## src/hdl/ipm_div.sv

```systemverilog
// Pipelined restoring divider, one quotient bit per stage, unsigned.
// Uses no package items; instantiated twice by the top level.
`timescale 1ns / 1ps

module ipm_div #(
  parameter int N_W    = 8,
  parameter int D_W    = 8,
  parameter int SIDE_W = 1
) (
  input  logic              clk,
  input  logic              rst,
  input  logic              en,
  input  logic              in_valid,
  input  logic [N_W-1:0]    num,
  input  logic [D_W-1:0]    den,
  input  logic [SIDE_W-1:0] side,
  output logic              out_valid,
  output logic [N_W-1:0]    quo,
  output logic [SIDE_W-1:0] out_side
);

  logic              vld [N_W];
  logic [D_W-1:0]    rem [N_W];
  logic [N_W-1:0]    nq  [N_W];
  logic [D_W-1:0]    dv  [N_W];
  logic [SIDE_W-1:0] sd  [N_W];

  for (genvar k = 0; k < N_W; k++) begin : g_stage
    logic              v_in;
    logic [D_W-1:0]    r_in;
    logic [N_W-1:0]    q_in;
    logic [D_W-1:0]    d_in;
    logic [SIDE_W-1:0] s_in;
    logic [D_W:0]      part;
    logic              ge;

    if (k == 0) begin : g_first
      assign v_in = in_valid;
      assign r_in = '0;
      assign q_in = num;
      assign d_in = den;
      assign s_in = side;
    end else begin : g_next
      assign v_in = vld[k-1];
      assign r_in = rem[k-1];
      assign q_in = nq[k-1];
      assign d_in = dv[k-1];
      assign s_in = sd[k-1];
    end

    assign part = {r_in, q_in[N_W-1]};
    assign ge   = part >= {1'b0, d_in};

    always_ff @(posedge clk) begin
      if (rst) begin
        vld[k] <= 1'b0;
      end else if (en) begin
        vld[k] <= v_in;
      end
    end

    always_ff @(posedge clk) begin
      if (en) begin
        rem[k] <= ge ? D_W'(part - {1'b0, d_in}) : part[D_W-1:0];
        nq[k]  <= {q_in[N_W-2:0], ge};
        dv[k]  <= d_in;
        sd[k]  <= s_in;
      end
    end
  end

  assign out_valid = vld[N_W-1];
  assign quo       = nq[N_W-1];
  assign out_side  = sd[N_W-1];

endmodule

```

## config.mk

```make
export PLATFORM = sky130hd
export DESIGN_NAME = ipm_div
export DESIGN_NICKNAME = d
export VERILOG_FILES = /design/src/hdl/ipm_div.sv
export SDC_FILE = /design/constraint.sdc
export NUM_CORES = 1
export LEC_CHECK = 0
export BUFFER_PORTS_ARGS = -buffer_cell sky130_fd_sc_hd__buf_2
export CAP_MARGIN = 40
export CORE_ASPECT_RATIO = 1.25
export CORE_MARGIN = 5
export CORE_UTILIZATION = 33
export DETAILED_ROUTE_END_ITERATION = 6
export PLACE_DENSITY_LB_ADDON = 0.05
export SETUP_SLACK_MARGIN = 0.3
export SLEW_MARGIN = 30
export SYNTH_ARGS = -nofsm -noshare
export SYNTH_HDL_FRONTEND = slang
export SYNTH_SLANG_ARGS = --single-unit
```

## constraint.sdc

```tcl
create_clock -name clk -period 2.7 [get_ports clk]
set_input_delay 0.405 -clock clk [delete_from_list [all_inputs] [get_ports clk]]
set_output_delay 0.405 -clock clk [all_outputs]
set_load 0.005 [all_outputs]
```

==> results.ini <==
[clocking]
cts_tree=built
cts-root-buf=clkbuf_16
clk_pin_slew_worst_paths_ns=0.07
h-tree-depth=4
clock_latency_ns=0.42
cts.sinks=192
cts-buffers-inserted=17
clockBufferDepth=2
postCtsHoldBufs=0

[final_layout]
final-seq-area_sq_mm=0.00577
area_delta_synth_final_pct=14.4
nFillCells=2529
fin_nets=781
num_antenna_cells=0
drive_gt1_share_pct=15.7
finalInstanceArea_sq_mm=0.0102
multiInputGateArea_sq_mm=0.00282

[global_routing]
gr-total-overflow=0
grt_max_degree=54
busiest_layer=met2
use_met2_pct=22.0
grt_pass1_vias=5507
grt_pass1_wl_microns=25600
gr-usage-all-layers_pct=10.9
use_met3_pct=2.62
grtUsageMet1_pct=9.12
antenna_found_initial=0

[logic_synthesis]
synth_seq_cells=192
syn-num-nets=720
yosys.area_share.simple_pct=7.10
synth_top_area_share_pct=64.8
yosys_warnings=0
syn_area_sq_mm=0.00889
synthTopCellsByArea=edfxtp_1, ha_1, inv_1
synth-edff-count=192
synthFlopType=edfxtp_1
synth_compound_area_share_pct=10.1
syn_inst=635
synth_most_common_cell=edfxtp_1
yosys.area.top_type=edfxtp_1
avgSynthCellArea_sq_um=14.0
synthArstFlopShare_pct=0
ys_top_cells_by_count=edfxtp_1, inv_1, ha_1, o21ai_0, nand2_1
synth_fa_ha_area_share_pct=9.51
synth_top_family_by_area=compound AO/OA/AOI/OAI gates
ys_seq_area_share_pct=64.8
synth_cell_type_count=56
synthMuxAreaShare_pct=2.80
synth_xor_area_share_pct=1.97

[power]
internal_power_mw=6.16
pwr-share-clk_pct=27.5
swShare_pct=28.2
ir_worst_vdd_uv=455
power_per_cell_area_mw_per_mm2=844
power.total_mw=8.59
p_seq_share_pct=47.0
power_frac_comb_pct=25.6
power_leakage_nw=3.99
switchingPower_mw=2.42

[min_path]
hold_path_end=nq[0][7]$_DFFE_PP_
hold_class=in2reg
worstHoldStart=num[6]
worstHoldPathCells=1

[status]
status=completed

[setup_path]
timing.rr.start=rem[3][2]$_DFFE_PP_
required_ns=2.87
cp_slowest_cell=edfxtp_1
crit_family=compound AO/OA/AOI/OAI gates
startpoint=rem[3][2]$_DFFE_PP_
critical_path_class=reg2reg
cpPeakStageDelay_ns=0.39
arrival_ns=2.48
worstSetupEndpointType=register
crit_fanout=8
cp_cell_sequence=ha_1 -> a21o_1 -> a21oi_1 -> o21ai_1 -> a41oi_2 -> buf_4 -> mux2_2
rr_endpoint=rem[4][6]$_DFFE_PP_
ff2ff_path_depth=7
ff2ff_setup_slack_ns=0.39
worst-path-buf-inv=1
startpoint_type=register

[floorplan]
row_count=67
die-area_sq_mm=0.0304
start_util_pct=33.3
io_pins=31
die_w_microns=157
core_sq_mm=0.0267
die-height_microns=194

[place]
dpl_cell_area_sq_mm=0.00956
hpwlAfterDp_microns=11800
gp_congestion=0.886
portBuffers=30
dp_slack_ns=0.151

[sta]
hold_viol=0
setup_viol=0
finalSetupTns_ns=0
period_needed_ns=2.31
finalClockSkew_ns=0.00903
tightest_slew_ns=0.570
relSlewSlack_pct=61.7
min_period_over_period_pct=85.4
fmax_mhz=434
layout_setup_ws_ns=0.395
drv_slew=0
rsz0062_at_grt=false

[route]
ant_nets=0
drt_iter0_markers=197
dr.pass1.iters=5
wl_per_cell_microns=15.1
via_count=5014
drcViolationCount=0
vias_per_cell=4.76
totalWireLength_microns=15900

[flow_run]
max-cap-violations=0

-- layer usage --
metal / vias to the layer above / part of all wire [%]
met5: - / 0
met4: 0 / 4.2
met2: 69 / 59
met3: 36 / 2.5
met1: 2441 / 34
li1: 2468 / -
-- placed cells by master (no fill, tap or decap), types with 8 or more instances in the layout --
cell type | Yosys | layout
mux2_2 | 15 | 15
edfxtp_1 | 192 | 192
o21ai_0 | 40 | 39
a21oi_1 | 30 | 27
o21a_1 | 11 | 11
buf_2 | 2 | 29
nor2b_1 | 9 | 9
ha_1 | 58 | 58
xnor2_1 | 11 | 11
and2_1 | 13 | 13
a21o_1 | 13 | 13
buf_4 | 0 | 15
xor2_1 | 9 | 9
nand2b_1 | 11 | 11
inv_1 | 78 | 78
clkbuf_16 | 0 | 17
nor2_1 | 14 | 14
mux2i_1 | 8 | 8
nand2_1 | 33 | 33
-- power by group through the flow --
stage / Clock, mW / Combinational (mW) / Sequential [mW]
finish: 2.36 / 2.20 / 4.03
CTS: 2.46 / 2.18 / 4.04
floorplan: 0 / 1.56 / 4.03
global placement: 0 / 2.07 / 4.10
global route: 2.57 / 2.46 / 4.08
detailed placement: 0 / 2.12 / 4.11
-- worst reg2reg max path: cells and delay by family, from the launching register on --
kind | cells | cell delay [ns]
buffers and inverters | 1 | 0.20
multiplexers | 1 | 0.35
flip-flops | 1 | 0.39
adder cells (fa/ha/maj) | 1 | 0.37
AO/OA/AOI/OAI | 4 | 0.72
-- through the flow --
step | instances | hold slack (ns) | util [%]
floorplan | 635 | 0.400 | -
global placement | 1015 | 0.400 | 35.7
detailed placement | 1015 | 0.405 | 35.7
CTS | 1051 | 0.117 | 37.9
global route | 1054 | 0.117 | 38.0
finish | 1054 | 0.150 | 38.0
-- flip-flops by register name (all words and copies together) (netlist names) --
name / flops
dv: 56
rem: 56
nq: 64
vld: 8
sd: 8
-- area by class of cell --
class / instances / area share (%)
Clock buffer: 19 / 4.26
Clock inverter: 13 / 1.09
Inverter: 79 / 2.93
Multi-Input combinational cell: 359 / 27.7
Sequential cell: 192 / 56.7
Tap cell: 345 / 4.24
Timing Repair Buffer: 47 / 3.06
-- worst max-delay path by stage --
stage | slack, ns | to | cells past startpoint
floorplan | 0.49 | rem[2][2]$_DFFE_PP_ | 6
global placement | 0.30 | rem[2][6]$_DFFE_PP_ | 6
detailed placement | 0.15 | rem[2][3]$_DFFE_PP_ | 6
CTS | 0.30 | rem[4][6]$_DFFE_PP_ | 7
global route | 0.31 | rem[2][2]$_DFFE_PP_ | 6
finish | 0.39 | rem[4][6]$_DFFE_PP_ | 7
-- kinds of logic after synthesis --
family	count (synthesis)
xor gates and xnor gates	20
and+or+nand+nor	115
muxes	23
DFF	192
AOI/OAI and AO/OA	137
adders and majority gates	64
buffers and inverters	84
-- repair_timing --
item	CTS	global route
buffers inserted	4	3
resized for setup	2	4
endpoints found under the setup margin	10	19
pin swaps	1	1
Note: power is estimated with default switching activity, not from simulation.
