===== src/hdl/ipm_pkg.sv =====
// Shared types and constants for the ground plane projector.
// No dependencies; every other file but ipm_div imports this package.
`timescale 1ns / 1ps

package ipm_pkg;

  localparam int COEF_W = 20;
  localparam int PIX_W  = 12;
  localparam int CFG_W  = 60;
  localparam int IDX_W  = 3;
  localparam int PROD_W = 33;
  localparam int B_W    = 34;
  localparam int MAG_W  = 33;
  localparam int SQ_W   = 66;
  localparam int SUM_W  = 68;
  localparam int CMP_W  = 80;
  localparam int TP_W   = 54;
  localparam int NUM_W  = 53;

  localparam logic [CMP_W-1:0] HIT_SCALE = CMP_W'(10000);

  localparam logic [IDX_W-1:0] REG_ROW0  = IDX_W'(0);
  localparam logic [IDX_W-1:0] REG_ROW1  = IDX_W'(1);
  localparam logic [IDX_W-1:0] REG_ROW2  = IDX_W'(2);
  localparam logic [IDX_W-1:0] REG_TRANS = IDX_W'(3);

  typedef struct packed {
    logic [PIX_W-1:0] pixel_col;
    logic [PIX_W-1:0] pixel_row;
  } pixel_t;

  typedef struct packed {
    logic               point_valid;
    logic signed [15:0] map_col;
    logic signed [15:0] map_row;
  } point_t;

  typedef struct packed {
    logic             hit;
    logic             neg_x;
    logic             neg_y;
    logic [NUM_W-1:0] num_x;
    logic [NUM_W-1:0] num_y;
    logic [MAG_W-1:0] den;
  } ray_t;

  typedef struct packed {
    logic hit;
    logic neg_x;
    logic neg_y;
  } side_t;

  function automatic logic signed [COEF_W-1:0] field(input logic [CFG_W-1:0] word,
                                                     input int unsigned k);
    return word[COEF_W*k +: COEF_W];
  endfunction

endpackage


===== src/hdl/ipm_map.sv =====
// Ground point and top-down map coordinate stages, four pipeline stages.
// Depends on ipm_pkg.
`timescale 1ns / 1ps

module ipm_map #(
  parameter int MAP_SIZE         = 800,
  parameter int MAP_RANGE_METRES = 30
) (
  input  logic                        clk,
  input  logic                        rst,
  input  logic                        en,
  input  logic                        in_valid,
  input  ipm_pkg::side_t              side,
  input  logic [ipm_pkg::NUM_W-1:0]   qx,
  input  logic [ipm_pkg::NUM_W-1:0]   qy,
  input  logic [ipm_pkg::CFG_W-1:0]   trans,
  output logic                        out_valid,
  output ipm_pkg::point_t             point
);
  import ipm_pkg::*;

  localparam longint SPAN  = longint'(MAP_RANGE_METRES) * 1024;
  localparam longint DEN   = 2 * SPAN;
  // Any distance past LIM maps to a value that saturates either way.
  localparam longint LIM   = (longint'(32768) * DEN + longint'(MAP_SIZE) - 1) /
                             longint'(MAP_SIZE);
  localparam int     X_W   = $clog2(LIM + 1);
  localparam int     SH    = $clog2(LIM * DEN);
  // Rounded-up reciprocal of DEN scaled by MAP_SIZE; exact for every x up to LIM.
  localparam longint RECIP = (longint'(MAP_SIZE) * (longint'(1) << SH) + DEN - 1) / DEN;
  localparam int     R_W   = $clog2(RECIP + 1);
  localparam int     P_W   = X_W + R_W;
  localparam int     Q_W   = P_W - SH;
  localparam int     G_W   = TP_W + 1;
  localparam int     DD_W  = G_W + 1;

  localparam logic signed [DD_W-1:0] SPAN_C  = DD_W'(SPAN);
  localparam logic signed [DD_W-1:0] LIM_POS = DD_W'(LIM);
  localparam logic signed [DD_W-1:0] LIM_NEG = -LIM_POS;
  localparam logic [X_W-1:0]         LIM_X   = X_W'(LIM);
  localparam logic [R_W-1:0]         RECIP_C = R_W'(RECIP);
  localparam logic [Q_W-1:0]         POS_MAX = Q_W'(32767);
  localparam logic [Q_W-1:0]         NEG_MAX = Q_W'(32768);

  logic v6, v7, v8;
  logic h6, h7, h8;
  logic signed [G_W-1:0]  gx, gy;
  logic signed [DD_W-1:0] dx, dy;
  logic [X_W-1:0]         ax7, ay7;
  logic                   sx7, sy7, sx8, sy8;
  logic [P_W-1:0]         prx8, pry8;

  function automatic logic [X_W-1:0] clamp_mag(input logic signed [DD_W-1:0] d);
    logic [X_W-1:0] m;
    if (d > LIM_POS || d < LIM_NEG) begin
      m = LIM_X;
    end else if (d[DD_W-1]) begin
      m = X_W'(-d);
    end else begin
      m = X_W'(d);
    end
    return m;
  endfunction

  always_comb begin
    dx = SPAN_C - DD_W'(gx);
    dy = SPAN_C - DD_W'(gy);
  end

  always_ff @(posedge clk) begin
    if (rst) begin
      v6 <= 1'b0;
      v7 <= 1'b0;
      v8 <= 1'b0;
    end else if (en) begin
      v6 <= in_valid;
      v7 <= v6;
      v8 <= v7;
    end
  end

  always_ff @(posedge clk) begin
    if (en) begin
      h6   <= side.hit;
      gx   <= G_W'(field(trans, 0)) - (side.neg_x ? -G_W'(qx) : G_W'(qx));
      gy   <= G_W'(field(trans, 1)) - (side.neg_y ? -G_W'(qy) : G_W'(qy));
      h7   <= h6;
      sx7  <= dx[DD_W-1];
      sy7  <= dy[DD_W-1];
      ax7  <= clamp_mag(dx);
      ay7  <= clamp_mag(dy);
      h8   <= h7;
      sx8  <= sx7;
      sy8  <= sy7;
      prx8 <= P_W'(ax7) * P_W'(RECIP_C);
      pry8 <= P_W'(ay7) * P_W'(RECIP_C);
    end
  end

  function automatic logic signed [15:0] sat16(input logic neg, input logic [Q_W-1:0] q);
    logic signed [15:0] r;
    if (neg) begin
      r = (q >= NEG_MAX) ? 16'sh8000 : -16'(q);
    end else begin
      r = (q > POS_MAX) ? 16'sh7fff : 16'(q);
    end
    return r;
  endfunction

  always_ff @(posedge clk) begin
    if (rst) begin
      out_valid <= 1'b0;
    end else if (en) begin
      out_valid <= v8;
    end
  end

  always_ff @(posedge clk) begin
    if (en) begin
      point.point_valid <= h8;
      point.map_col     <= h8 ? sat16(sy8, pry8[P_W-1:SH]) : '0;
      point.map_row     <= h8 ? sat16(sx8, prx8[P_W-1:SH]) : '0;
    end
  end

endmodule


===== config.mk =====
export PLATFORM = sky130hd
export DESIGN_NAME = ipm_map
export DESIGN_NICKNAME = d
export VERILOG_FILES = /design/src/hdl/ipm_pkg.sv /design/src/hdl/ipm_map.sv
export SDC_FILE = /design/constraint.sdc
export NUM_CORES = 2
export LEC_CHECK = 0
export BUFFER_PORTS_ARGS = -buffer_cell sky130_fd_sc_hd__buf_4
export CAP_MARGIN = 20
export CORE_MARGIN = 5
export CORE_UTILIZATION = 40
export CTS_BUF_LIST = sky130_fd_sc_hd__clkbuf_16
export CTS_CLUSTER_DIAMETER = 80
export DETAILED_ROUTE_END_ITERATION = 12
export MAX_ROUTING_LAYER = met4
export PLACE_DENSITY = 0.66
export SYNTH_ARGS = -nofsm -noshare
export SYNTH_HDL_FRONTEND = slang
export SYNTH_SLANG_ARGS = --single-unit
export TNS_END_PERCENT = 50

===== constraint.sdc =====
create_clock -name clk -period 8 [get_ports clk]
set_input_delay 0.4 -clock clk [delete_from_list [all_inputs] [get_ports clk]]
set_output_delay 0.4 -clock clk [all_outputs]
set_load 0.01 [all_outputs]

==> qor.csv <==
stage;metric;value;unit
status;outcome;finished clean;
synthesis;yosys.area_share.simple;0.143;
timing;min_period;7.55;ns
synthesis;synthAdderAreaFrac;0.353;
place;dp_cells;5394;
global_routing;antenna_found_initial;0;
layout;final_layout_size_suffix_gt1_frac;0.0746;
synthesis;synth_top_family_by_area;adder cells;
pwr;p_leak;18.4;nW
floorplan;die_y;314;µm
clock_tree;cts_setup_buffers;0;
timing;fmax;133;MHz
global_routing;grt_max_degree;128;
place;place_congestion;0.920;
timing;setup_viol;0;
run;max_cap_viol_count;0;
pwr;ir_drop;0.000286;V
clock_tree;clk_latency;0.58;ns
detailed_routing;highest_layer;met4;
clock_tree;cts_buffers;30;
pwr;power_density;302;nW/µm²
detailed_routing;wl_met2;38200;µm
synthesis;synth_xor_area_frac;0.0827;
timing;slew_viol_final;0;
synthesis;synthFlopType;edfxtp_1;
floorplan;std_cell_rows;111;
clock_tree;cts.sinks;230;
critical_path;worstPathRequired;8.32;ns
pwr;clkPwrFrac;0.117;
pwr;combPwrFrac;0.712;
detailed_routing;avgViaCountPerCell;5.31;
min_path;min_path_type;input port to flip-flop;
timing;worst_slack;0.453;ns
timing;relSlewSlack;0.215;
global_routing;grt_pass1_wl;143000;µm
timing;post-route-period-util;0.943;
critical_path;start_kind;flip-flop;
timing;hold_viol;0;
place;port_buffers;186;
floorplan;core;91800;µm²
synthesis;yosys-mux-area-fraction;0.00665;
detailed_routing;vias;28900;
floorplan;ios;207;
detailed_routing;drt-total-wl;85800;µm
timing;fin_skew;0.0230;ns
pwr;intPower;6.55;mW
clock_tree;path_clk_slew;0.06;ns
critical_path;cp_max_fo;4;
synthesis;synth_area;37100;µm²
floorplan;start_util;0.404;
synthesis;syn_area_per_cell;9.10;µm²
synthesis;yosysWarnings;0;
synthesis;synth_enable_flop_cells;226;
layout;n_antenna_cell;0;
synthesis;synth-compound-area-share;0.153;
place;dpl_worst_slack;0.0572;ns
clock_tree;cts_tree;built;
critical_path;worstPathArrival;7.87;ns
detailed_routing;route.antenna.remaining_nets;0;
timing;holdWs;0.0767;ns
layout;syn_to_final_growth;10.2;%
synthesis;synthCells;4070;
detailed_routing;wl_met1;41900;µm
clock_tree;ctsRootBufferMaster;clkbuf_16;
detailed_routing;first_pass_iters;5;
synthesis;synth-seq-area-share;0.185;
critical_path;critPathCaptureType;flip-flop;
timing;worst_pin_slew;1.15;ns
synthesis;synth_fp_nets;5092;
layout;fin_cells;5452;
detailed_routing;drc;0;
clock_tree;h-tree-depth;1;
layout;post-route-util;0.445;
pwr;p_sw_frac;0.469;
clock_tree;clock_path_buffers;3;
global_routing;grt_pass1_vias;28600;
layout;layout_common_cells;inv_1, ha_1, fa_1, nor2_1, edfxtp_1;
global_routing;grt.total_usage;0.176;
timing;fin_setup_tns;0;ns
place;dp_hpwl;72700;µm
layout;final_nets;5208;
layout;layout_commonest_cell;inv_1;
synthesis;ys_types;90;
floorplan;dieArea;98800;µm²
synthesis;ys_ff_latch;230;
pwr;switchingPower;5.77;mW
detailed_routing;wl_met3;4110;µm
floorplan;die_w;314;µm
detailed_routing;drtIter0Drc;1626;
pwr;p_seq_frac;0.172;
global_routing;globalRouteOverflowTotal;0;
synthesis;synth-async-reset-ratio;0;
critical_path;path_class;flip-flop to flip-flop;
detailed_routing;wire_per_inst;15.7;µm
## cell usage after synthesis, drive strengths merged, types with 57 or more instances
library cell | instances | share of area
a21o | 98 | 0.020
a21oi | 196 | 0.026
and2 | 57 | 0.0096
clkbuf | 100 | 0.010
edfxtp | 226 | 0.18
fa | 328 | 0.18
ha | 521 | 0.18
inv | 622 | 0.063
nand2 | 207 | 0.021
nand3 | 73 | 0.0099
nor2 | 237 | 0.024
nor3 | 87 | 0.012
nor4 | 59 | 0.011
o21ai | 169 | 0.023
o31ai | 57 | 0.012
xnor2 | 180 | 0.043
xor2 | 170 | 0.040
## final cells by class
cell class,count,area [µm²]
repair buffers,202,1540
flip-flops and latches,230,6870
inverters,622,2330
well taps,1243,1560
fillers,8900,51000
clock buffers,31,776
multi-input cells,3100,27400
clock inverters,24,304
## timing repair
| action | in CTS | in global routing |
|---|---|---|
| hold endpoints to repair | 5 | 0 |
| endpoints found under the setup margin | 0 | 11 |
| hold buffers | 2 | 0 |
| gates resized for setup | 0 | 10 |
## flip-flops by register name (all words and copies together), names as in the netlist
| register | count |
|---|---|
| gx | 55 |
| gy | 55 |
| point | 33 |
| ax7 | 22 |
| ay7 | 22 |
| prx8 | 16 |
| pry8 | 16 |
| h6 | 1 |
| h7 | 1 |
| h8 | 1 |
| out_valid | 1 |
| sx7 | 1 |
| sx8 | 1 |
| sy7 | 1 |
| sy8 | 1 |
| v6 | 1 |
| v7 | 1 |
| v8 | 1 |
## power by group through the flow
stage	sequential, mW	combinational (mW)	clock [mW]
6_report	2.12	8.77	1.44
5_1_grt	2.17	10.1	1.54
4_1_cts	2.11	8.75	1.49
3_5_place_dp	2.13	8.65	0
3_3_place_gp	2.13	8.54	0
2_1_floorplan	1.97	6.71	0
## worst max-delay path: stages (launching register included)
cell and delay [ns]:
edfxtp_1 0.47, ha_1 0.35, inv_1 0.08, fa_1 0.56, inv_1 0.12, fa_1 0.60, inv_1 0.14, fa_2 0.60
inv_2 0.10, fa_1 0.52, fa_1 0.55, inv_1 0.05, fa_1 0.52, inv_1 0.04, ha_1 0.31, and3_1 0.17
nand3_1 0.18, nor4_2 0.09, nor4bb_4 0.18, a2111oi_2 0.49, buf_4 0.22, a211oi_2 0.08, or3_1 0.40, a21o_1 0.21
a21oi_1 0.17, xnor2_1 0.07
## metal layers
layer	track usage	vias up
li1	-	14500
met2	0.274	568
met1	0.249	13700
met4	0.0324	0
met5	-	-
met3	0.0238	99
## per-stage QoR
step                      total power, mW  instance area [µm²]
final                                12.3                40800
after global routing                 13.8                40800
after CTS                            12.4                40800
after detailed placement             10.8                39700
after global placement               10.7                39700
after floorplan                      8.68                37100
## final timing paths
check             slack [ns]  cells after the start     start  endpoint
setup reg to reg        0.45                     25    ax7[7]  prx8[47]
hold / removal          0.08                      3  in_valid        v6
setup / recovery        0.45                     25    ax7[7]  prx8[47]
hold reg to reg         0.42                      0        h7        h8
## kinds of logic after synthesis
| group | Yosys count |
|---|---|
| compound gates | 855 |
| xor+xnor | 350 |
| fa+ha+maj | 850 |
| buf+inv | 740 |
| flops | 230 |
| mux | 24 |
| simple gates | 1021 |
Power figures use the tool's default switching activity.
